**src/rtl/ppc_pkg.sv**
```systemverilog
`timescale 1ns / 1ps
// ----------------------------------------------------------------------------
// ppc_pkg: shared types and constants of the pixel priority compositor
// Beat formats, opcodes, the token that walks the sprite cell row, and the
// fixed 64-entry RGB color table.
// ----------------------------------------------------------------------------
package ppc_pkg;

  // Default number of sprite slots (cells in the row).
  localparam int SPRITE_SLOTS_DEF = 8;

  // Palette RAM geometry (fixed).
  localparam int PALETTE_ENTRIES = 32;
  localparam int PAL_AW          = 5;

  // Configuration port geometry.
  localparam int CFG_IDX_W = 2;
  localparam int CFG_DATA_W = 1;

  // Configuration register indexes.
  localparam logic [CFG_IDX_W-1:0] CFG_SHOW_BG       = 2'd0;
  localparam logic [CFG_IDX_W-1:0] CFG_SHOW_LEFT_BG  = 2'd1;
  localparam logic [CFG_IDX_W-1:0] CFG_SHOW_SPR      = 2'd2;
  localparam logic [CFG_IDX_W-1:0] CFG_SHOW_LEFT_SPR = 2'd3;

  // Opcodes.
  localparam logic [2:0] OP_RENDER      = 3'd0;
  localparam logic [2:0] OP_LOAD_SLOT   = 3'd1;
  localparam logic [2:0] OP_CLEAR_SLOTS = 3'd2;
  localparam logic [2:0] OP_WRITE_PAL   = 3'd3;
  localparam logic [2:0] OP_CLEAR_HIT   = 3'd4;

  // Last screen column, where no sprite-zero hit is flagged.
  localparam logic [7:0] LAST_COLUMN = 8'd255;

  // Input beat.
  typedef struct packed {
    logic [2:0]  opcode;
    logic [7:0]  pixel_x;
    logic [2:0]  fine_scroll_x;
    logic [15:0] bg_pattern_low;
    logic [15:0] bg_pattern_high;
    logic [3:0]  bg_attribute_pair;
    logic [4:0]  target_index;
    logic [7:0]  sprite_left;
    logic [7:0]  sprite_attr;
    logic [7:0]  data_low;
    logic [7:0]  sprite_pattern_high;
    logic        sprite_is_zero;
  } in_beat_t;

  // Result beat.
  typedef struct packed {
    logic [23:0] rgb_color;
    logic [5:0]  color_index;
    logic        sprite_zero_hit;
  } out_beat_t;

  // Configuration register set.
  typedef struct packed {
    logic show_bg;
    logic show_left_bg;
    logic show_spr;
    logic show_left_spr;
  } cfg_t;

  // Work token handed from cell to cell.
  typedef struct packed {
    logic [2:0] opcode;
    logic [7:0] pixel_x;
    logic [4:0] target_index;
    logic [7:0] sprite_left;
    logic [7:0] sprite_attr;
    logic [7:0] data_low;
    logic [7:0] pattern_high;
    logic       is_zero;
    logic [3:0] bg_color;    // background palette address, 0 when transparent
    logic       spr_en;      // sprites visible at this column
    logic       found;       // an opaque sprite has been picked
    logic [4:0] spr_color;   // sprite palette address of the picked sprite
    logic       behind;      // picked sprite sits behind the background
    logic       hit_set;     // picked sprite raises sprite-zero hit
  } tok_t;

  // Fixed master color table.
  function automatic logic [23:0] rgb_lookup(input logic [5:0] idx);
    logic [23:0] c;
    case (idx)
      6'd0:  c = 24'h666666;  6'd1:  c = 24'h882A00;
      6'd2:  c = 24'hA71214;  6'd3:  c = 24'hA4003B;
      6'd4:  c = 24'h7E005C;  6'd5:  c = 24'h40006E;
      6'd6:  c = 24'h00066C;  6'd7:  c = 24'h001D56;
      6'd8:  c = 24'h003533;  6'd9:  c = 24'h00480B;
      6'd10: c = 24'h005200;  6'd11: c = 24'h084F00;
      6'd12: c = 24'h4D4000;  6'd13: c = 24'h000000;
      6'd14: c = 24'h000000;  6'd15: c = 24'h000000;
      6'd16: c = 24'hADADAD;  6'd17: c = 24'hD95F15;
      6'd18: c = 24'hFF4042;  6'd19: c = 24'hFE2775;
      6'd20: c = 24'hCC1AA0;  6'd21: c = 24'h7B1EB7;
      6'd22: c = 24'h2031B5;  6'd23: c = 24'h004E99;
      6'd24: c = 24'h006D6B;  6'd25: c = 24'h008738;
      6'd26: c = 24'h00930C;  6'd27: c = 24'h328F00;
      6'd28: c = 24'h8D7C00;  6'd29: c = 24'h000000;
      6'd30: c = 24'h000000;  6'd31: c = 24'h000000;
      6'd32: c = 24'hFFFEFF;  6'd33: c = 24'hFFB064;
      6'd34: c = 24'hFF9092;  6'd35: c = 24'hFF76C6;
      6'd36: c = 24'hFF6AF3;  6'd37: c = 24'hCC6EFE;
      6'd38: c = 24'h7081FE;  6'd39: c = 24'h229EEA;
      6'd40: c = 24'h00BEBC;  6'd41: c = 24'h00D888;
      6'd42: c = 24'h30E45C;  6'd43: c = 24'h82E045;
      6'd44: c = 24'hDECD48;  6'd45: c = 24'h4F4F4F;
      6'd46: c = 24'h000000;  6'd47: c = 24'h000000;
      6'd48: c = 24'hFFFEFF;  6'd49: c = 24'hFFDFC0;
      6'd50: c = 24'hFFD2D3;  6'd51: c = 24'hFFC8E8;
      6'd52: c = 24'hFFC2FB;  6'd53: c = 24'hEAC4FE;
      6'd54: c = 24'hC5CCFE;  6'd55: c = 24'hA5D8F7;
      6'd56: c = 24'h94E5E4;  6'd57: c = 24'h96EFCF;
      6'd58: c = 24'hABF4BD;  6'd59: c = 24'hCCF3B3;
      6'd60: c = 24'hF2EBB5;  6'd61: c = 24'hB8B8B8;
      6'd62: c = 24'h000000;  6'd63: c = 24'h000000;
      default: c = 24'h000000;
    endcase
    return c;
  endfunction

  // Palette mirroring: entries 16, 20, 24 and 28 alias 0, 4, 8 and 12.
  function automatic logic [PAL_AW-1:0] pal_mirror(input logic [PAL_AW-1:0] a);
    logic [PAL_AW-1:0] m;
    m = a;
    if (a[4] && (a[1:0] == 2'b00)) begin
      m[4] = 1'b0;
    end
    return m;
  endfunction

endpackage

```
**src/rtl/ppc_bg_stage.sv**
```systemverilog
`timescale 1ns / 1ps
// ----------------------------------------------------------------------------
// ppc_bg_stage: background pixel stage
// Registers each input beat as a work token and computes the background
// palette address from the shift words, fine scroll and attribute bits.
// ----------------------------------------------------------------------------
module ppc_bg_stage (
  input  logic             clk,
  input  logic             rst_n,
  input  ppc_pkg::cfg_t    cfg,
  input  logic             in_valid,
  input  ppc_pkg::in_beat_t in_data,
  output logic             in_ready,
  output logic             dn_valid,
  output ppc_pkg::tok_t    dn_tok,
  input  logic             dn_ready
);
  import ppc_pkg::*;

  logic       valid_r;
  tok_t       tok_r;
  tok_t       tok_nxt;
  logic [3:0] shift;
  logic [3:0] bit_sel;
  logic [1:0] bg_pix;
  logic [1:0] bg_pal;
  logic       bg_en;
  logic       left_col;

  assign in_ready = !valid_r || dn_ready;
  assign dn_valid = valid_r;
  assign dn_tok   = tok_r;

  // Background pixel selection.
  always_comb begin
    left_col = (in_data.pixel_x[7:3] == 5'd0);
    bg_en    = cfg.show_bg && (cfg.show_left_bg || !left_col);
    shift    = {1'b0, in_data.fine_scroll_x} + {1'b0, in_data.pixel_x[2:0]};
    bit_sel  = 4'd15 - shift;
    bg_pix   = {in_data.bg_pattern_high[bit_sel], in_data.bg_pattern_low[bit_sel]};
    bg_pal   = shift[3] ? in_data.bg_attribute_pair[1:0] : in_data.bg_attribute_pair[3:2];

    tok_nxt.opcode       = in_data.opcode;
    tok_nxt.pixel_x      = in_data.pixel_x;
    tok_nxt.target_index = in_data.target_index;
    tok_nxt.sprite_left  = in_data.sprite_left;
    tok_nxt.sprite_attr  = in_data.sprite_attr;
    tok_nxt.data_low     = in_data.data_low;
    tok_nxt.pattern_high = in_data.sprite_pattern_high;
    tok_nxt.is_zero      = in_data.sprite_is_zero;
    tok_nxt.bg_color     = (bg_en && (bg_pix != 2'b00)) ? {bg_pal, bg_pix} : 4'd0;
    tok_nxt.spr_en       = cfg.show_spr && (cfg.show_left_spr || !left_col);
    tok_nxt.found        = 1'b0;
    tok_nxt.spr_color    = 5'd0;
    tok_nxt.behind       = 1'b0;
    tok_nxt.hit_set      = 1'b0;
  end

  // Stage register.
  always_ff @(posedge clk) begin
    if (!rst_n) begin
      valid_r <= 1'b0;
    end else if (in_ready) begin
      valid_r <= in_valid;
    end
  end

  always_ff @(posedge clk) begin
    if (in_ready && in_valid) begin
      tok_r <= tok_nxt;
    end
  end

endmodule

```
**src/rtl/ppc_sprite_cell.sv**
```systemverilog
`timescale 1ns / 1ps
// ----------------------------------------------------------------------------
// ppc_sprite_cell: one sprite slot of the cell row
// Holds one sprite slot and a token register. A render token is tested
// against the slot; load and clear tokens update the slot as they leave.
// ----------------------------------------------------------------------------
module ppc_sprite_cell #(
  parameter int IDX = 0
) (
  input  logic          clk,
  input  logic          rst_n,
  input  logic          up_valid,
  input  ppc_pkg::tok_t up_tok,
  output logic          up_ready,
  output logic          dn_valid,
  output ppc_pkg::tok_t dn_tok,
  input  logic          dn_ready
);
  import ppc_pkg::*;

  logic       valid_r;
  tok_t       tok_r;
  logic       slot_valid_r;
  logic [7:0] slot_x_r;
  logic [7:0] slot_attr_r;
  logic [7:0] slot_lo_r;
  logic [7:0] slot_hi_r;
  logic       slot_zero_r;

  logic [8:0] diff;
  logic       covers;
  logic [2:0] col;
  logic [2:0] bit_sel;
  logic [1:0] pix;
  logic       pick;
  logic       leave;
  logic       load_me;

  assign up_ready = !valid_r || dn_ready;
  assign dn_valid = valid_r;
  assign leave    = valid_r && dn_ready;
  assign load_me  = (tok_r.opcode == OP_LOAD_SLOT) && (tok_r.target_index == 5'(IDX));

  // Sprite hit test for this slot; the first opaque slot in row order wins.
  always_comb begin
    diff    = {1'b0, tok_r.pixel_x} - {1'b0, slot_x_r};
    covers  = !diff[8] && (diff[7:3] == 5'd0);
    col     = slot_attr_r[6] ? ~diff[2:0] : diff[2:0];
    bit_sel = 3'd7 - col;
    pix     = {slot_hi_r[bit_sel], slot_lo_r[bit_sel]};
    pick    = (tok_r.opcode == OP_RENDER) && tok_r.spr_en && !tok_r.found &&
              slot_valid_r && covers && (pix != 2'b00);

    dn_tok = tok_r;
    if (pick) begin
      dn_tok.found     = 1'b1;
      dn_tok.behind    = slot_attr_r[5];
      dn_tok.spr_color = {1'b1, slot_attr_r[1:0], pix};
      dn_tok.hit_set   = slot_zero_r && (tok_r.bg_color != 4'd0) &&
                         (tok_r.pixel_x != LAST_COLUMN);
    end
  end

  // Token register.
  always_ff @(posedge clk) begin
    if (!rst_n) begin
      valid_r <= 1'b0;
    end else if (up_ready) begin
      valid_r <= up_valid;
    end
  end

  always_ff @(posedge clk) begin
    if (up_ready && up_valid) begin
      tok_r <= up_tok;
    end
  end

  // Slot occupancy.
  always_ff @(posedge clk) begin
    if (!rst_n) begin
      slot_valid_r <= 1'b0;
    end else if (leave) begin
      if (load_me) begin
        slot_valid_r <= 1'b1;
      end else if (tok_r.opcode == OP_CLEAR_SLOTS) begin
        slot_valid_r <= 1'b0;
      end
    end
  end

  // Slot contents.
  always_ff @(posedge clk) begin
    if (leave && load_me) begin
      slot_x_r    <= tok_r.sprite_left;
      slot_attr_r <= tok_r.sprite_attr;
      slot_lo_r   <= tok_r.data_low;
      slot_hi_r   <= tok_r.pattern_high;
      slot_zero_r <= tok_r.is_zero;
    end
  end

endmodule

```
**src/rtl/ppc_palette_stage.sv**
```systemverilog
`timescale 1ns / 1ps
// ----------------------------------------------------------------------------
// ppc_palette_stage: priority, palette and result stage
// Resolves background against sprite priority, keeps the palette RAM and the
// sticky sprite-zero hit flag, and holds the result beat register.
// ----------------------------------------------------------------------------
module ppc_palette_stage (
  input  logic                clk,
  input  logic                rst_n,
  input  logic                up_valid,
  input  ppc_pkg::tok_t       up_tok,
  output logic                up_ready,
  output logic                out_valid,
  output ppc_pkg::out_beat_t  out_data,
  input  logic                out_stall
);
  import ppc_pkg::*;

  logic [7:0]        pal_r [PALETTE_ENTRIES];
  logic              hit_r;
  logic              hit_nxt;
  logic              out_valid_r;
  out_beat_t         out_r;
  out_beat_t         out_nxt;
  logic [PAL_AW-1:0] pix_addr;
  logic [PAL_AW-1:0] wr_addr;
  logic [5:0]        cidx;
  logic              take;

  assign up_ready  = !out_valid_r || !out_stall;
  assign take      = up_valid && up_ready;
  assign out_valid = out_valid_r;
  assign out_data  = out_r;

  // Priority between background and sprite, then palette and color lookup.
  always_comb begin
    if (up_tok.found && ((up_tok.bg_color == 4'd0) || !up_tok.behind)) begin
      pix_addr = pal_mirror(up_tok.spr_color);
    end else begin
      pix_addr = pal_mirror({1'b0, up_tok.bg_color});
    end
    cidx    = pal_r[pix_addr][5:0];
    wr_addr = pal_mirror(up_tok.target_index);

    hit_nxt = hit_r;
    if (up_tok.opcode == OP_CLEAR_HIT) begin
      hit_nxt = 1'b0;
    end else if ((up_tok.opcode == OP_RENDER) && up_tok.hit_set) begin
      hit_nxt = 1'b1;
    end

    out_nxt.sprite_zero_hit = hit_nxt;
    if (up_tok.opcode == OP_RENDER) begin
      out_nxt.color_index = cidx;
      out_nxt.rgb_color   = rgb_lookup(cidx);
    end else begin
      out_nxt.color_index = 6'd0;
      out_nxt.rgb_color   = 24'd0;
    end
  end

  // Palette RAM, cleared at reset.
  always_ff @(posedge clk) begin
    if (!rst_n) begin
      for (int i = 0; i < PALETTE_ENTRIES; i++) begin
        pal_r[i] <= 8'd0;
      end
    end else if (take && (up_tok.opcode == OP_WRITE_PAL)) begin
      pal_r[wr_addr] <= up_tok.data_low;
    end
  end

  // Sticky hit flag and result valid.
  always_ff @(posedge clk) begin
    if (!rst_n) begin
      hit_r       <= 1'b0;
      out_valid_r <= 1'b0;
    end else begin
      if (take) begin
        hit_r <= hit_nxt;
      end
      if (up_ready) begin
        out_valid_r <= up_valid;
      end
    end
  end

  // Result beat register.
  always_ff @(posedge clk) begin
    if (take) begin
      out_r <= out_nxt;
    end
  end

endmodule

```
**src/rtl/pixel_priority_compositor_unit.sv**
```systemverilog
`timescale 1ns / 1ps
// ----------------------------------------------------------------------------
// pixel_priority_compositor_unit: line pixel compositor, top level
// Input beats carry an opcode: render a pixel, load a sprite slot, clear all
// slots, write a palette entry or clear the sprite-zero hit flag. Every input
// beat yields exactly one result beat, in order.
//
// The input channel (in_valid / in_stall / in_data) feeds a background stage,
// then a row of SPRITE_SLOTS sprite cells, one per slot, then the palette and
// result stage. One beat is taken every cycle while the receiver does not
// stall; the background, cell and result registers set the latency. Slot
// state is updated as load and clear beats pass, so renders see exactly the
// loads issued ahead of them. The configuration port (cfg_we / cfg_index /
// cfg_wdata) is to be written by the user only while the unit is idle; the
// unit does not enforce this. Synchronous reset clears the palette RAM, slot
// occupancy, the hit flag and configuration. When the receiver stalls, the
// result register holds and beats keep entering until the row fills up.
// ----------------------------------------------------------------------------
module pixel_priority_compositor_unit #(
  parameter int SPRITE_SLOTS = ppc_pkg::SPRITE_SLOTS_DEF
) (
  input  logic                              clk,
  input  logic                              rst_n,
  input  logic                              in_valid,
  output logic                              in_stall,
  input  ppc_pkg::in_beat_t                 in_data,
  output logic                              out_valid,
  input  logic                              out_stall,
  output ppc_pkg::out_beat_t                out_data,
  input  logic                              cfg_we,
  input  logic [ppc_pkg::CFG_IDX_W-1:0]     cfg_index,
  input  logic [ppc_pkg::CFG_DATA_W-1:0]    cfg_wdata
);
  import ppc_pkg::*;

  cfg_t cfg_r;
  logic in_ready;
  logic chain_valid [SPRITE_SLOTS+1];
  logic chain_ready [SPRITE_SLOTS+1];
  tok_t chain_tok   [SPRITE_SLOTS+1];

  assign in_stall = !in_ready;

  // Configuration registers.
  always_ff @(posedge clk) begin
    if (!rst_n) begin
      cfg_r <= '0;
    end else if (cfg_we) begin
      case (cfg_index)
        CFG_SHOW_BG:       cfg_r.show_bg       <= cfg_wdata[0];
        CFG_SHOW_LEFT_BG:  cfg_r.show_left_bg  <= cfg_wdata[0];
        CFG_SHOW_SPR:      cfg_r.show_spr      <= cfg_wdata[0];
        CFG_SHOW_LEFT_SPR: cfg_r.show_left_spr <= cfg_wdata[0];
        default:           cfg_r               <= cfg_r;
      endcase
    end
  end

  // Background stage.
  ppc_bg_stage u_bg (
    .clk      (clk),
    .rst_n    (rst_n),
    .cfg      (cfg_r),
    .in_valid (in_valid),
    .in_data  (in_data),
    .in_ready (in_ready),
    .dn_valid (chain_valid[0]),
    .dn_tok   (chain_tok[0]),
    .dn_ready (chain_ready[0])
  );

  // Row of sprite cells.
  for (genvar k = 0; k < SPRITE_SLOTS; k++) begin : g_cell
    ppc_sprite_cell #(
      .IDX (k)
    ) u_cell (
      .clk      (clk),
      .rst_n    (rst_n),
      .up_valid (chain_valid[k]),
      .up_tok   (chain_tok[k]),
      .up_ready (chain_ready[k]),
      .dn_valid (chain_valid[k+1]),
      .dn_tok   (chain_tok[k+1]),
      .dn_ready (chain_ready[k+1])
    );
  end

  // Priority, palette and result stage.
  ppc_palette_stage u_pal (
    .clk       (clk),
    .rst_n     (rst_n),
    .up_valid  (chain_valid[SPRITE_SLOTS]),
    .up_tok    (chain_tok[SPRITE_SLOTS]),
    .up_ready  (chain_ready[SPRITE_SLOTS]),
    .out_valid (out_valid),
    .out_data  (out_data),
    .out_stall (out_stall)
  );

  // An accepted input beat lands in the background stage.
  a_in_lands: assert property (@(posedge clk) disable iff (!rst_n)
    (in_valid && !in_stall) |=> chain_valid[0])
    else $error("accepted input beat did not reach the background stage");

  // A beat leaving the row always produces a result beat.
  a_row_to_out: assert property (@(posedge clk) disable iff (!rst_n)
    (chain_valid[SPRITE_SLOTS] && chain_ready[SPRITE_SLOTS]) |=> out_valid)
    else $error("beat left the cell row without a result");

  // A clear-hit beat reports the flag as clear.
  a_clear_hit: assert property (@(posedge clk) disable iff (!rst_n)
    (chain_valid[SPRITE_SLOTS] && chain_ready[SPRITE_SLOTS] &&
     (chain_tok[SPRITE_SLOTS].opcode == OP_CLEAR_HIT)) |=> !out_data.sprite_zero_hit)
    else $error("clear-hit beat reported a set hit flag");

  // A render that picked a zero sprite over background reports the hit.
  a_hit_set: assert property (@(posedge clk) disable iff (!rst_n)
    (chain_valid[SPRITE_SLOTS] && chain_ready[SPRITE_SLOTS] &&
     (chain_tok[SPRITE_SLOTS].opcode == OP_RENDER) &&
     chain_tok[SPRITE_SLOTS].hit_set) |=> out_data.sprite_zero_hit)
    else $error("sprite-zero hit was not reported");

endmodule
```
**config.mk**
```make
export PLATFORM = sky130hd
export DESIGN_NAME = pixel_priority_compositor_unit
export DESIGN_NICKNAME = d
export VERILOG_FILES = /design/src/rtl/ppc_pkg.sv /design/src/rtl/ppc_bg_stage.sv /design/src/rtl/ppc_sprite_cell.sv /design/src/rtl/ppc_palette_stage.sv /design/src/rtl/pixel_priority_compositor_unit.sv
export SDC_FILE = /design/constraint.sdc
export NUM_CORES = 1
export LEC_CHECK = 0
export BUFFER_PORTS_ARGS = -buffer_cell sky130_fd_sc_hd__buf_2
export CORE_MARGIN = 1.5
export CORE_UTILIZATION = 58
export CTS_CLUSTER_DIAMETER = 100
export DETAILED_ROUTE_END_ITERATION = 10
export PLACE_DENSITY_LB_ADDON = 0.15
export SYNTH_ARGS = -nofsm -noshare
export SYNTH_HDL_FRONTEND = slang
export SYNTH_SLANG_ARGS = --single-unit
```
**constraint.sdc**
```tcl
create_clock -name clk -period 11.25 [get_ports clk]
set_input_delay 2.25 -clock clk [delete_from_list [all_inputs] [get_ports clk]]
set_output_delay 2.25 -clock clk [all_outputs]
set_load 0.01 [all_outputs]
```
==> qor.yml, run 1 <==
rr_endpoint: "u_pal.out_data[18]"
antenna_cells: 0
synth_seq_area_share_pct: 71.79
worstRegToRegCells: 24
nFillCells: 4741
ys_warn_count: 0
fin_crit_sh_pct: 76.45
rows: 96
min_from: "g_cell[7].u_cell.dn_tok[31]"
hold_violations: 0
dieArea_um2: 71210
worst_pin_slew_ns: 1.246
crit_type: "flip-flop to flip-flop"
via_per_inst: 5.852
hp-class: "flip-flop to flip-flop"
setup_violations: 0
clock_latency_ns: 0.65
numCtsBuffers: 94
rrSetupSlack_ns: 2.65
synthTopCellsByArea: "edfxtp_1 71%, mux2i_1 3.0%, and2_1 2.7%, ha_1 2.5%, mux4_2 2.4%"
synth_edf_count: 950
root_buffer: "clkbuf_16"
synth_top_area_share_pct: 70.65
drc: 0
cts.repair.resized: 0
power.density_nw_per_um2: 162.7
synth.cell_area_um2: 40380
syn_area_per_cell_um2: 15.62
ys_async_sr_fraction_pct: 0
clock_path_buffers: 3
cts.sinks: 973
via_count: 22150
period_needed_ns: 8.600
grt_max_degree: 77
cts_max_level: 3
io_pins: 129
path_clk_slew_ns: 0.06
drive_gt1_share_pct: 14.82
synth_area_leader_cell: "edfxtp_1"
peakVddDrop_uv: 182.3
die_w_um: 266.9
final_max_slew_viol_count: 0
drt_wl_total_mm: 81.74
p_total_uw: 7390
cts_tree: "done"
numPortBuffers: 124
antenna_found_initial: 0
fin_skew_ns: 0.04746
crit_arrival_ns: 9.00
rr_startpoint: "g_cell[7].u_cell.dn_tok[51]"
gp_congestion: 0.9241
drt-pass1-iter-count: 5
crit_required_ns: 11.65
post_cts.repair.setup_buffers: 0
drt_iter0_markers: 2259
crit_path_start_kind: "flip-flop"
holdPathEnd: "g_cell[7].u_cell.slot_attr_r[1]"
grt_setup_unrepaired: "no"
leakage_uw: 0.01638
drtAntennaViolNets: 0
critPathCaptureType: "flip-flop"
start_util_pct: 58.77
coreArea_um2: 68710
grt_pass1_vias: 22450
status: "finished clean"
final_cell_mix: "950 x edfxtp_1, 175 x and2_1, 134 x nor2_1"
synth-seq-cells: 973
grtUsageTotal_pct: 23.25
grt_pass1_wl_mm: 126.8
fin_nets: 2960
overflow: 0
max_slew_margin_pct: 16.87
area_growth_pct: 12.49
die_h_um: 266.9
wire_per_inst_um: 21.59
fin_setup_tns_ns: 0
drv_cap: 0
ctsHoldBuffers: 0
synth_top_flop_cell: "edfxtp_1"
synth.distinct_cells: 99
crit_start: "g_cell[7].u_cell.dn_tok[51]"
layout.cells.most_common: "edfxtp_1"
syn_inst: 2585
fmax_mhz: 116.3
path_max_fanout: 24
holdPathStages: 0
dp_hpwl_mm: 56.58
## metal layers
layer  vias to the layer above  track usage [%]  wire length, um
li1                      10250                -                -
met2                       821            37.32            38680
met4                         0            8.108             2359
met5                         -                0                0
met3                       168            4.032             5529
met1                     10910            32.40            35180
## Yosys cell counts (12+ instances only)
cell type and n:
buf_4 13, dfxtp_1 23, nor2b_1 16, and2_1 177
o211ai_1 28, edfxtp_1 950, nor2_1 136, nor3_1 18
a21oi_1 96, or4_1 12, and3_1 17, o21ai_0 85
buf_2 27, xor2_1 22, nand2b_1 18, xnor2_1 24
ha_1 80, clkbuf_1 42, nand4_1 22, mux2i_1 123
a21o_1 50, mux4_2 43, a31oi_1 14, o22ai_1 18
nand3_1 43, mux2_2 38, inv_1 103, nand2_1 125
a211oi_1 14
## per-stage QoR
stage / util, % / cells / instance area (um2) / hold WS (ns) / setup WS (ns)
after floorplan: - / 2604 / 40450 / 0.4003 / 2.617
after global placement: 61.36 / 3610 / 42160 / 0.4016 / 2.923
after detailed placement: 61.36 / 3610 / 42160 / 0.4045 / 2.757
after CTS: 66.11 / 3786 / 45420 / 0.4165 / 2.695
after global routing: 66.11 / 3786 / 45420 / 0.4165 / 2.095
final: 66.11 / 3786 / 45420 / 0.4145 / 2.650
## worst max path at each step
| stage | depth (start not counted) | slack [ns] | end |
|---|---|---|---|
| 2_1_floorplan | 4 | 2.62 | g_cell[3].u_cell.slot_attr_r[0] |
| 3_3_place_gp | 24 | 2.92 | u_pal.out_data[18] |
| 3_5_place_dp | 24 | 2.76 | u_pal.out_data[18] |
| 4_1_cts | 24 | 2.69 | u_pal.out_data[18] |
| 5_1_grt | 24 | 2.09 | u_pal.out_data[18] |
| 6_report | 24 | 2.65 | u_pal.out_data[18] |
## where the power goes
part | total [uW] | switching, uW | internal [uW]
combinational | 136 | 84.4 | 51.9
clock | 3240 | 1320 | 1920
sequential | 4010 | 18.1 | 4000
total | 7390 | 1420 | 5970
## logic make-up (layout without fill, tap and decap cells)
family | count (synthesis) | in the layout | share of synthesized area (%)
flops | 973 | 973 | 71.79
buf+inv | 196 | 447 | 2.132
fa+ha+maj | 89 | 89 | 2.925
mux | 207 | 207 | 6.591
other cells | 1 | 20 | 0.009287
xor+xnor | 47 | 47 | 1.053
simple gates | 651 | 651 | 8.599
compound gates | 421 | 421 | 6.904
## layout make-up
cell class	instances	area (um2)	area share (%)
clock inverters	62	808.3	1.779
well taps	931	1165	2.565
clock buffers	114	2457	5.410
flip-flops and latches	973	28990	63.82
repair buffers	162	918.4	2.022
inverters	109	409.1	0.9008
multi-input cells	1435	10680	23.50
## sequential cells by signal (all words and copies together) (netlist names)
signal,flops
cfg_r,4
g_cell.u_cell.dn_tok,400
u_pal.out_data,31
u_pal.hit_r,1
g_cell.u_cell.slot_hi_r,64
g_cell.u_cell.slot_lo_r,64
u_pal.pal_r,188
g_cell.u_cell.slot_valid_r,8
g_cell.u_cell.tok_r,49
g_cell.u_cell.slot_zero_r,8
g_cell.u_cell.dn_valid,8
g_cell.u_cell.slot_attr_r,32
g_cell.u_cell.slot_x_r,64
u_bg.dn_tok,50
u_pal.out_valid,1
u_bg.dn_valid,1
## worst max-delay path, stage by stage, from the launching register on
cell and delay (ns):
edfxtp_1 0.35, inv_1 0.05, ha_1 0.22, fa_1 0.89, nor2_1 0.12, mux4_2 0.51
a2111oi_4 0.39, nor3_2 0.14, nor4_2 0.68, or3_1 0.25, and2_2 0.56, buf_4 0.45
mux2i_1 0.25, mux2_2 0.23, o22ai_1 0.10, o21ai_1 0.59, nand2_1 0.10, buf_4 0.25
inv_2 0.28, ha_1 0.51, inv_1 0.33, nor2_1 0.37, o21a_1 0.18, o21ai_0 0.07
a311oi_1 0.44
Power figures use the tool's default switching activity.
==> run 2, diff against run 1 <==
==> constraint.sdc (replaced) <==
create_clock -name clk -period 8.9 [get_ports clk]
set_input_delay 1.78 -clock clk [delete_from_list [all_inputs] [get_ports clk]]
set_output_delay 1.78 -clock clk [all_outputs]
set_load 0.01 [all_outputs]
==> qor.yml, run 2 (synthesis gave the netlist of run 1 again) <==
status: "finished clean"
ctsHoldBuffers: 0  # unchanged
largest_reg_flops: 400  # unchanged
antenna_found_initial: 0  # unchanged
utilization_pct: 66.14  # about the same
numPortBuffers: 124  # unchanged
cts_max_level: 3  # unchanged
final_cell_mix: "950 x edfxtp_1, 176 x and2_1, 134 x nor2_1"
wire_per_inst_um: 21.46  # -0.62%
coreArea_um2: 68710  # unchanged
drv_cap: 0  # unchanged
fin_skew_ns: 0.05654  # +0.009075 ns
grt_pass1_vias: 22330  # -0.52%
final_max_slew_viol_count: 0  # unchanged
post_cts.repair.setup_buffers: 0  # unchanged
via_count: 22040  # -0.50%
numCtsBuffers: 94  # unchanged
root_buffer: "clkbuf_16"
crit_type: "flip-flop to flip-flop"
power.density_nw_per_um2: 203.4  # +25%
drc: 0  # unchanged
dieArea_um2: 71210  # unchanged
fin_crit_sh_pct: 89.03  # +13 points
rows: 96  # unchanged
cts_tree: "done"
io_pins: 129  # unchanged
fin_setup_tns_ns: 0  # unchanged
path_max_fanout: 25  # +4.2%
grt_util_met2_pct: 37.38  # +0.056 points
crit_required_ns: 9.28  # -2.37 ns
hold_violations: 0  # unchanged
crit_end: "u_pal.out_data[18]"
use_met1_pct: 32.47  # +0.061 points
area_growth_pct: 12.53  # about the same
layout.cells.most_common: "edfxtp_1"
grt_pass1_wl_mm: 126.7  # -0.10%
hp-class: "flip-flop to flip-flop"
clock_latency_ns: 0.66  # about the same
clock_path_buffers: 3  # unchanged
cts.sinks: 973  # unchanged
cts.repair.resized: 0  # unchanged
max_slew_margin_pct: 19.82  # +3.0 points
die_h_um: 266.9  # unchanged
die_w_um: 266.9  # unchanged
worstRegToRegCells: 24  # unchanged
drt-pass1-iter-count: 6  # +1
drtAntennaViolNets: 0  # unchanged
crit_arrival_ns: 8.31  # -0.69 ns
critPathCaptureType: "flip-flop"
fmax_mhz: 126.2  # +8.5%
peakVddDrop_uv: 229.9  # +26%
drt_iter0_markers: 2030  # -10%
rr_startpoint: "g_cell[7].u_cell.dn_tok[51]"
path_clk_slew_ns: 0.06  # about the same
setup_violations: 0  # unchanged
grt_setup_unrepaired: "no"
start_util_pct: 58.77  # unchanged
dp_hpwl_mm: 57.15  # +0.99%
crit_path_start_kind: "flip-flop"
grt_max_degree: 60  # -22%
worst_pin_slew_ns: 1.201  # -0.04422 ns
crit_start: "g_cell[7].u_cell.dn_tok[51]"
grtUsageTotal_pct: 23.25  # about the same
period_needed_ns: 7.924  # -0.6768 ns
via_per_inst: 5.813  # -0.66%
overflow: 0  # unchanged
antenna_cells: 0  # unchanged
rr_endpoint: "u_pal.out_data[18]"
fin_nets: 2974  # +0.47%
drt_wl_total_mm: 81.37  # -0.46%
rrSetupSlack_ns: 0.98  # -1.67 ns
met3_usage_pct: 3.617  # -0.42 points
gp_congestion: 0.9180  # -0.66%
drive_gt1_share_pct: 15.24  # +0.42 points
busiest_layer: "met2"
leakage_uw: 0.01642  # +0.20%
-- run 2: changes by cell type in the layout (fill, tap and decap cells not counted), moves of 2 or more --
cell	change
clkinv_2	+6
clkinv_8	-2
clkinv_1	-7
bufinv_16	-3
buf_4	+13
-- run 2: worst min-delay path by stage --
stage	startpoint	endpoint	slack [ns]	cells past startpoint
2_1_floorplan	u_bg.dn_tok[10]	g_cell[0].u_cell.dn_tok[10]	0.40	0
3_3_place_gp	u_bg.dn_tok[42]	g_cell[0].u_cell.dn_tok[42]	0.40	0
3_5_place_dp	u_bg.dn_tok[15]	g_cell[0].u_cell.dn_tok[15]	0.40	0
4_1_cts	g_cell[6].u_cell.dn_tok[30]	g_cell[6].u_cell.slot_attr_r[0]	0.42	0
5_1_grt	u_bg.dn_tok[28]	g_cell[0].u_cell.dn_tok[28]	0.43	0
6_report	u_bg.dn_tok[39]	g_cell[0].u_cell.dn_tok[39]	0.41	0
-- run 2: critical path: stages (launching register included) --
cell,delay (ns)
edfxtp_1,0.34
inv_1,0.05
ha_1,0.21
fa_1,0.91
nor2_1,0.12
mux4_2,0.51
a2111oi_4,0.38
nor3_2,0.14
nor4_2,0.67
or3_1,0.25
and2_2,0.35
buf_12,0.24
mux2i_1,0.25
mux2_2,0.23
o22ai_1,0.10
o21ai_1,0.61
nand2_1,0.46
inv_2,0.26
buf_4,0.18
ha_1,0.35
inv_1,0.11
nor2_1,0.22
or4_1,0.16
a31oi_1,0.08
a311oi_1,0.44
-- run 2: area by class of cell --
| cell class | count | area, um2 |
|---|---|---|
| flip-flops and latches | 973 | 28990 |
| fillers | 4765 | 23270 |
| multi-input cells | 1435 | 10680 |
| clock buffers | 113 | 2465 |
| well taps | 931 | 1165 |
| repair buffers | 176 | 1036 |
| clock inverters | 55 | 701.9 |
| inverters | 109 | 409.1 |
-- run 2: stage by stage --
| step | setup slack [ns] | std cells | hold slack (ns) | instance area [um2] | total power [uW] |
|---|---|---|---|---|---|
| finish | 0.9764 | 3792 | 0.4140 | 45440 | 9241 |
| floorplan | 0.7365 | 2604 | 0.4003 | 40450 | 5274 |
| CTS | 1.124 | 3792 | 0.4166 | 45440 | 9316 |
| global route | 0.4202 | 3792 | 0.4250 | 45440 | 9493 |
| global placement | 1.241 | 3624 | 0.4015 | 42270 | 5338 |
| detailed placement | 1.177 | 3624 | 0.4045 | 42270 | 5345 |
-- run 2: power breakdown --
| group | leakage (uW) | internal [uW] | switching (uW) | total [uW] |
|---|---|---|---|---|
| combinational | 0.00575 | 66.7 | 107 | 174 |
| sequential | 0.00912 | 5050 | 23.1 | 5080 |
| clock | 0.00155 | 2340 | 1650 | 3990 |
| total | 0.0164 | 7460 | 1780 | 9240 |
-- run 2: metal layers --
layer  vias up  wire length [um]
met1     10800             35240
met5         -                 0
met2       801             38280
met4         0              2502
met3       153              5338
li1      10290                 -
